===== src/rtl/key_value_list_tokenizer_core_macros.svh =====
// Assertion macros for the key-value list tokenizer core.
`ifndef KEY_VALUE_LIST_TOKENIZER_CORE_MACROS_SVH
`define KEY_VALUE_LIST_TOKENIZER_CORE_MACROS_SVH

`ifndef SYNTHESIS
// Property that must hold at every clock edge outside reset.
`define KVT_ASSERT_ALWAYS(lbl, expr, msg) \
    lbl: assert property (@(posedge i_clk) disable iff (!i_rst_n) (expr)) \
        else $error(msg);
// Consequent must hold in the cycle after the antecedent.
`define KVT_ASSERT_NEXT(lbl, ante, cons, msg) \
    lbl: assert property (@(posedge i_clk) disable iff (!i_rst_n) \
        (ante) |=> (cons)) else $error(msg);
`else
`define KVT_ASSERT_ALWAYS(lbl, expr, msg)
`define KVT_ASSERT_NEXT(lbl, ante, cons, msg)
`endif

`endif


===== src/rtl/kvt_pkg.sv =====
// Shared types, character constants and helpers of the key-value list tokenizer.
package kvt_pkg;

    localparam logic [7:0] CHAR_SEMI = 8'h3B;
    localparam logic [7:0] CHAR_EQ   = 8'h3D;
    localparam logic [7:0] CHAR_NUL  = 8'h00;

    typedef enum logic [1:0] {
        ROLE_SKIP    = 2'd0,
        ROLE_KEY     = 2'd1,
        ROLE_VALUE   = 2'd2,
        ROLE_KEY_END = 2'd3
    } t_role;

    typedef struct packed {
        logic in_value;
        logic prev_semicolon;
        logic key_nonempty;
        logic value_nonempty;
        logic has_pair;
        logic stopped;
        logic invalid;
    } t_kvt_state;

    typedef struct packed {
        logic [7:0] echo_byte;
        t_role      role;
        logic       pair_closed;
        logic       final_pair_closed;
        logic       failed;
        logic       verdict_valid;
        logic       end_item;
    } t_kvt_result;

    function automatic logic is_alnum(input logic [7:0] c);
        return (c >= 8'h30 && c <= 8'h39) || (c >= 8'h41 && c <= 8'h5A) ||
               (c >= 8'h61 && c <= 8'h7A);
    endfunction

endpackage


===== src/rtl/kvt_if.sv =====
// Valid/ready stream interfaces for the tokenizer input and result channels.
interface kvt_in_if;
    logic       valid;
    logic       ready;
    logic [7:0] data_byte;
    logic       last;

    modport source (output valid, output data_byte, output last, input ready);
    modport sink   (input valid, input data_byte, input last, output ready);
endinterface

interface kvt_out_if;
    logic       valid;
    logic       ready;
    logic [7:0] echo_byte;
    logic [1:0] role;
    logic       pair_closed;
    logic       final_pair_closed;
    logic       failed;
    logic       verdict_valid;
    logic       end_item;

    modport source (output valid, output echo_byte, output role, output pair_closed,
                    output final_pair_closed, output failed, output verdict_valid,
                    output end_item, input ready);
    modport sink   (input valid, input echo_byte, input role, input pair_closed,
                    input final_pair_closed, input failed, input verdict_valid,
                    input end_item, output ready);
endinterface


===== src/rtl/kvt_step.sv =====
// Per-byte next-state and result logic of the tokenizer.
module kvt_step import kvt_pkg::*; (
    input  t_kvt_state  i_state,
    input  logic [7:0]  i_byte,
    input  logic        i_last,
    output t_kvt_state  o_state,
    output t_kvt_result o_result
);

    t_kvt_state st;
    t_role      role;
    logic       closed;
    logic       final_closed;
    logic       verdict;
    logic       key_side;
    logic       consumed;
    logic       semi;

    assign semi = (i_byte == CHAR_SEMI);

    always_comb begin
        st           = i_state;
        role         = ROLE_SKIP;
        closed       = 1'b0;
        final_closed = 1'b0;
        verdict      = 1'b0;
        key_side     = 1'b0;
        consumed     = 1'b0;

        if (!st.stopped && !st.invalid) begin
            key_side = !st.in_value;
            if (st.in_value) begin
                if (semi && !st.prev_semicolon) begin
                    st.prev_semicolon = 1'b1;
                    consumed          = 1'b1;
                end else if (!semi && st.prev_semicolon) begin
                    if (!st.value_nonempty) begin
                        st.invalid = 1'b1;
                        consumed   = 1'b1;
                    end else begin
                        // byte after the closing ';' ends the pair, then counts as key input
                        st.has_pair       = 1'b1;
                        closed            = 1'b1;
                        st.key_nonempty   = 1'b0;
                        st.value_nonempty = 1'b0;
                        st.in_value       = 1'b0;
                        key_side          = 1'b1;
                    end
                end else begin
                    st.value_nonempty = 1'b1;
                    role              = ROLE_VALUE;
                end
            end

            if (!consumed && key_side) begin
                if (i_byte == CHAR_EQ) begin
                    if (!st.key_nonempty) begin
                        st.invalid = 1'b1;
                    end else begin
                        st.in_value = 1'b1;
                        role        = ROLE_KEY_END;
                    end
                end else if (is_alnum(i_byte)) begin
                    st.key_nonempty = 1'b1;
                    role            = ROLE_KEY;
                end else if (i_byte == CHAR_NUL && !st.key_nonempty && st.has_pair) begin
                    st.stopped = 1'b1;
                end else if (!st.prev_semicolon || st.key_nonempty) begin
                    st.invalid = 1'b1;
                end
            end

            if (!consumed && !st.invalid && !st.stopped) begin
                st.prev_semicolon = semi;
            end
            if (st.invalid) begin
                role = ROLE_SKIP;
            end
        end

        if (i_last) begin
            if (st.invalid) begin
                verdict = 1'b0;
            end else if (st.stopped) begin
                verdict = 1'b1;
            end else if (st.in_value) begin
                verdict      = st.value_nonempty;
                final_closed = st.value_nonempty;
            end else begin
                verdict = !st.key_nonempty;
            end
        end
    end

    // a new buffer begins after the last byte
    assign o_state = i_last ? '0 : st;

    assign o_result.echo_byte         = i_byte;
    assign o_result.role              = role;
    assign o_result.pair_closed       = closed;
    assign o_result.final_pair_closed = final_closed;
    assign o_result.failed            = st.invalid;
    assign o_result.verdict_valid     = verdict;
    assign o_result.end_item          = i_last;

endmodule


===== src/rtl/key_value_list_tokenizer_core.sv =====
// Key-value list tokenizer: takes one byte per cycle unless the result channel stalls, one result
// item per byte, passing through the input register, then the result register; the byte-to-byte flag
// update is one step of logic, which sets the rate at one item per clock when not stalled.
`include "key_value_list_tokenizer_core_macros.svh"

module key_value_list_tokenizer_core import kvt_pkg::*; (
    input  logic             i_clk,
    input  logic             i_rst_n,
    kvt_in_if.sink           i_in,
    kvt_out_if.source        o_out
);

    logic        r_in_valid;
    logic [7:0]  r_in_byte;
    logic        r_in_last;
    t_kvt_state  r_state;
    logic        r_out_valid;
    t_kvt_result r_out;

    t_kvt_state  n_state;
    t_kvt_result n_out;
    logic        advance;
    logic        step_fire;

    assign advance   = !r_out_valid || o_out.ready;
    assign step_fire = r_in_valid && advance;
    assign i_in.ready = !r_in_valid || advance;

    kvt_step u_step (
        .i_state  (r_state),
        .i_byte   (r_in_byte),
        .i_last   (r_in_last),
        .o_state  (n_state),
        .o_result (n_out)
    );

    always_ff @(posedge i_clk) begin
        if (!i_rst_n) begin
            r_in_valid  <= 1'b0;
            r_out_valid <= 1'b0;
            r_state     <= '0;
        end else begin
            if (i_in.ready) begin
                r_in_valid <= i_in.valid;
            end
            if (advance) begin
                r_out_valid <= r_in_valid;
            end
            if (step_fire) begin
                r_state <= n_state;
            end
        end
    end

    always_ff @(posedge i_clk) begin
        if (i_in.ready && i_in.valid) begin
            r_in_byte <= i_in.data_byte;
            r_in_last <= i_in.last;
        end
        if (step_fire) begin
            r_out <= n_out;
        end
    end

    assign o_out.valid             = r_out_valid;
    assign o_out.echo_byte         = r_out.echo_byte;
    assign o_out.role              = r_out.role;
    assign o_out.pair_closed       = r_out.pair_closed;
    assign o_out.final_pair_closed = r_out.final_pair_closed;
    assign o_out.failed            = r_out.failed;
    assign o_out.verdict_valid     = r_out.verdict_valid;
    assign o_out.end_item          = r_out.end_item;

    `KVT_ASSERT_ALWAYS(a_verdict_on_end,
        !(o_out.valid && o_out.verdict_valid && !o_out.end_item),
        "verdict outside last item")
    `KVT_ASSERT_ALWAYS(a_failed_role_skip,
        !(o_out.valid && o_out.failed && o_out.role != ROLE_SKIP),
        "role on failed item")
    `KVT_ASSERT_NEXT(a_state_clear_after_last, step_fire && r_in_last, r_state == '0,
        "state kept after last item")
    `KVT_ASSERT_NEXT(a_invalid_sticks, step_fire && !r_in_last && n_out.failed,
        r_state.invalid, "invalid flag lost")

endmodule

===== src/flat_wrapper.sv =====
// flat-port wrapper written by rule: the top's interface ports become plain ports
module key_value_list_tokenizer_core_flat import kvt_pkg::*;
  (i_clk, i_rst_n, i_in_valid, i_in_data_byte, i_in_last, i_in_ready, o_out_valid, o_out_echo_byte, o_out_role, o_out_pair_closed, o_out_final_pair_closed, o_out_failed, o_out_verdict_valid, o_out_end_item, o_out_ready);
  kvt_in_if i_in_i ();
  kvt_out_if o_out_i ();
  input  logic i_clk;
  input  logic i_rst_n;
  input wire logic [$bits(i_in_i.valid)-1:0] i_in_valid;
  input wire logic [$bits(i_in_i.data_byte)-1:0] i_in_data_byte;
  input wire logic [$bits(i_in_i.last)-1:0] i_in_last;
  output wire logic [$bits(i_in_i.ready)-1:0] i_in_ready;
  output wire logic [$bits(o_out_i.valid)-1:0] o_out_valid;
  output wire logic [$bits(o_out_i.echo_byte)-1:0] o_out_echo_byte;
  output wire logic [$bits(o_out_i.role)-1:0] o_out_role;
  output wire logic [$bits(o_out_i.pair_closed)-1:0] o_out_pair_closed;
  output wire logic [$bits(o_out_i.final_pair_closed)-1:0] o_out_final_pair_closed;
  output wire logic [$bits(o_out_i.failed)-1:0] o_out_failed;
  output wire logic [$bits(o_out_i.verdict_valid)-1:0] o_out_verdict_valid;
  output wire logic [$bits(o_out_i.end_item)-1:0] o_out_end_item;
  input wire logic [$bits(o_out_i.ready)-1:0] o_out_ready;
  assign i_in_i.valid = i_in_valid;
  assign i_in_i.data_byte = i_in_data_byte;
  assign i_in_i.last = i_in_last;
  assign i_in_ready = i_in_i.ready;
  assign o_out_valid = o_out_i.valid;
  assign o_out_echo_byte = o_out_i.echo_byte;
  assign o_out_role = o_out_i.role;
  assign o_out_pair_closed = o_out_i.pair_closed;
  assign o_out_final_pair_closed = o_out_i.final_pair_closed;
  assign o_out_failed = o_out_i.failed;
  assign o_out_verdict_valid = o_out_i.verdict_valid;
  assign o_out_end_item = o_out_i.end_item;
  assign o_out_i.ready = o_out_ready;
  key_value_list_tokenizer_core u_core (.i_clk(i_clk), .i_rst_n(i_rst_n), .i_in(i_in_i), .o_out(o_out_i));
endmodule

===== config.mk =====
export PLATFORM = sky130hd
export DESIGN_NAME = key_value_list_tokenizer_core_flat
export DESIGN_NICKNAME = d
export VERILOG_FILES = /design/src/rtl/kvt_pkg.sv /design/src/rtl/kvt_if.sv /design/src/rtl/kvt_step.sv /design/src/rtl/key_value_list_tokenizer_core.sv /design/src/flat_wrapper.sv
export VERILOG_INCLUDE_DIRS = /design/src /design/src/rtl
export SDC_FILE = /design/constraint.sdc
export NUM_CORES = 1
export LEC_CHECK = 0
export ABC_AREA = 1
export CORE_UTILIZATION = 56
export DETAILED_ROUTE_END_ITERATION = 16
export DONT_BUFFER_PORTS = 1
export GPL_TIMING_DRIVEN = 0
export PLACE_DENSITY = 0.74
export SYNTH_ARGS = -nofsm -noshare
export SYNTH_HDL_FRONTEND = slang
export SYNTH_HIERARCHICAL = 1
export SYNTH_SLANG_ARGS = --single-unit

===== constraint.sdc =====
create_clock -name i_clk -period 2.6 [get_ports i_clk]
set_clock_uncertainty 0.15 [all_clocks]
set_input_delay 0.13 -clock i_clk [delete_from_list [all_inputs] [get_ports i_clk]]
set_output_delay 0.13 -clock i_clk [all_outputs]
set_load 0.005 [all_outputs]

==> impl_metrics.yaml <==
status:
  status: "finished clean"
finish:
  utilization_pct: 72.3
  diodes: 0
  final_layout_size_suffix_gt1_share_pct: 32.9
  nets: 255
  syn2layout_area_growth_pct: 21.3
  layoutNonFillerInstCount: 284
  fillCellCount: 221
  final_area_sq_um: 2240
grt:
  grt_pass1_wl_microns: 6020
  grt_max_degree: 16
  grt_pass1_vias: 1320
  grt_use_total_pct: 24.1
  grt-ovfl-total: 0
  grt_antenna_before_repair: 0
place:
  place_congestion: 0.909
  dpl_cell_area_sq_um: 1900
  dp_cells: 254
  io_buffers: 0
  dpl.hpwl_microns: 2500
synthesis:
  yosysUniqueCellTypes: 29
  synth_top_cell_by_area: "edfxtp_1"
  synth_area_sq_um: 1850
  synthTopCellsByArea: "edfxtp_1, dfxtp_1, nand2_1"
  synth_area_per_cell_sq_um: 8.81
  yosysWarnings: 6
  yosysTopAreaCellShare_pct: 39.0
  yosys_register_bits: 33
  synth_nets: 226
  syn_inst: 210
  seq_area_frac_synth_pct: 48.7
flow_run:
  max_cap_violations: 0
detailed_routing:
  wirelength_microns: 3740
  drcViolationCount: 0
  viasPerCell: 5.03
  wl_per_cell_microns: 13.2
  dr.pass1.iters: 4
  num_vias: 1428
  drtIter0Drc: 49
  antenna_left: 0
floorplanning:
  die_w_microns: 59.5
  rows: 20
  core-area_sq_um: 3100
  die_area_sq_um: 3540
  ios: 30
  die_height_microns: 59.5
  start_util_pct: 59.6
timing:
  worst_slew_pin_slew_ns: 0.830
  drv_slew: 0
  setup_violations: 0
  grt_setup_unrepaired: "true"
  finalHoldViolations: 0
  slew_headroom_pct: 44.7
  fin_crit_ns: 2.58
  clock.fmax_mhz: 388
  setup_tns_ns: 0
  min_period_over_period_pct: 99.2
cts:
  cts_buffer_depth: 2
  tritoncts: "done"
  cts-buffers-inserted: 5
  clk_pin_slew_ns: 0.11
  cts.sinks: 33
  clk_latency_ns: 0.35
  cts_max_level: 2
  root_buffer: "clkbuf_4"
critical_path:
  end_kind: "flip-flop"
  cpMostUsedCell: "nand2_1"
  worstPathRequired_ns: 2.74
  worst-path-max-fanout: 5
  start_kind: "flip-flop"
  cpMaxStageDelayCell: "edfxtp_1"
  crit_chain: "nand2_1 > nor3_4 > inv_2 > ha_4 > nand2_2 > buf_4 > o21ai_2 > inv_1 > nor2_2 > o21ai_2 > nand2_2 > nand3_2 > nand2_1 > nor2_2 > nor2_1 > inv_1 > nand3_2 > nand2_1 > nor2_1"
  max_stage_delay_ns: 0.48
  arrival_ns: 2.72
  crit_type: "flip-flop to flip-flop"
power:
  leakage_uw: 0.000944
  peakVddDrop_uv: 474
  cellPowerDensity_nw_per_um2: 540
min_path:
  hp-class: "input pin to flip-flop"
-- cell families after synthesis --
kind of cell | synth area share, %
compound gates | 9.27
fa+ha+maj | 2.03
buf+inv | 14.0
flops | 48.7
simple gates | 26.0
-- critical path, delay by kind of cell, from the launching register on --
| kind | cells | cell delay [ns] |
|---|---|---|
| buf+inv | 4 | 0.39 |
| compound gates | 2 | 0.32 |
| flops | 1 | 0.48 |
| simple gates | 12 | 1.03 |
| fa+ha+maj | 1 | 0.13 |
-- path summary, 6_finish.rpt --
kind / from / endpoint / slack, ns / cells past startpoint
worst max-delay path: u_core/r_in_byte[0]$_DFFE_PP_ / u_core/r_state[5]$_SDFFE_PN0P_ / 0.02 / 19
worst min-delay path: i_in_valid / u_core/r_in_last$_DFFE_PP_ / 0.03 / 2
worst max register to register: u_core/r_in_byte[0]$_DFFE_PP_ / u_core/r_state[5]$_SDFFE_PN0P_ / 0.02 / 19
worst min register to register: u_core/r_state[2]$_SDFFE_PN0P_ / u_core/r_state[2]$_SDFFE_PN0P_ / 0.37 / 2
-- per-layer routing --
| metal | share of wire, % | global-route usage (%) | wire length, microns | up-vias |
|---|---|---|---|---|
| li1 | - | - | - | 729 |
| met1 | 44 | 27.8 | 1650 | 640 |
| met2 | 50 | 40.9 | 1860 | 50 |
| met3 | 4.2 | 7.64 | 156 | 9 |
| met4 | 1.8 | 10.2 | 68 | 0 |
| met5 | 0 | 0 | 0 | - |
-- registers in the layout (all words and copies together) (netlist names) --
register,count
u_core/o_out.echo_byte,8
u_core/r_in_byte,8
u_core/r_state,7
u_core/o_out.role,2
u_core/o_out.end_item,1
u_core/o_out.failed,1
u_core/o_out.final_pair_closed,1
u_core/o_out.pair_closed,1
u_core/o_out.valid,1
u_core/o_out.verdict_valid,1
u_core/r_in_last,1
u_core/r_in_valid,1
-- cell usage in the layout (no fill, tap or decap), types with 5 or more instances in the layout --
cell type       n
clkbuf_4        5
nand2_2         8
inv_1          24
nand3_1         8
nand2_1        32
nand3_2         5
nor2_1         27
buf_4          22
nor2_2          6
edfxtp_1       24
dlygate4sd3_1  13
a21oi_1        12
dfxtp_1         9
inv_2           9
o21ai_2         5
-- synthesized netlist by cell type --
library cell / instances
nor3_1: 1
o21ai_2: 5
dfxtp_1: 9
nand2_2: 7
o21bai_1: 1
nor3_2: 1
nor2_2: 5
o21ai_0: 2
edfxtp_1: 24
nand2_4: 3
nor4_1: 1
o21ai_1: 2
nand3_1: 9
buf_4: 13
nand2_1: 33
a21oi_1: 15
clkbuf_1: 1
inv_1: 26
nand3b_1: 1
o32ai_1: 1
nand3_2: 4
nor2_1: 28
nand4_1: 1
buf_6: 3
o211ai_1: 1
a21oi_2: 1
inv_2: 7
ha_1: 3
nor2_4: 2
-- through the flow --
step / setup WS, ns / total power (uW) / hold slack (ns)
floorplan: 0.108 / 764 / 0.0789
global placement: -0.152 / 788 / 0.0789
detailed placement: -0.285 / 797 / 0.0789
CTS: -0.0123 / 1210 / 0.0266
global route: -0.182 / 1270 / 0.0238
finish: 0.0215 / 1210 / 0.0345
-- timing repair --
action	CTS	global route
setup buffers	9	2
hold endpoints to repair	18	0
gates resized for setup	11	3
pin swaps	9	1
hold buffers	13	0
endpoints found under the setup margin	5	4
-- final cells by class --
class / instances / area, sq um / area share (%)
inverter: 33 / 124 / 5.52
tap: 44 / 55.1 / 2.45
timing repair buffer: 24 / 213 / 9.48
clock inverter: 3 / 46.3 / 2.06
buffer: 15 / 120 / 5.35
clock buffer: 5 / 37.5 / 1.67
sequential: 33 / 901 / 40.2
multi-input combinational: 127 / 747 / 33.3
-- power breakdown --
| part | internal, uW | switching, uW |
|---|---|---|
| registers | 598 | 27.3 |
| logic | 84.6 | 112 |
| clock network | 203 | 187 |
| total | 886 | 326 |
No activity file was read; power rests on OpenSTA's default activity.
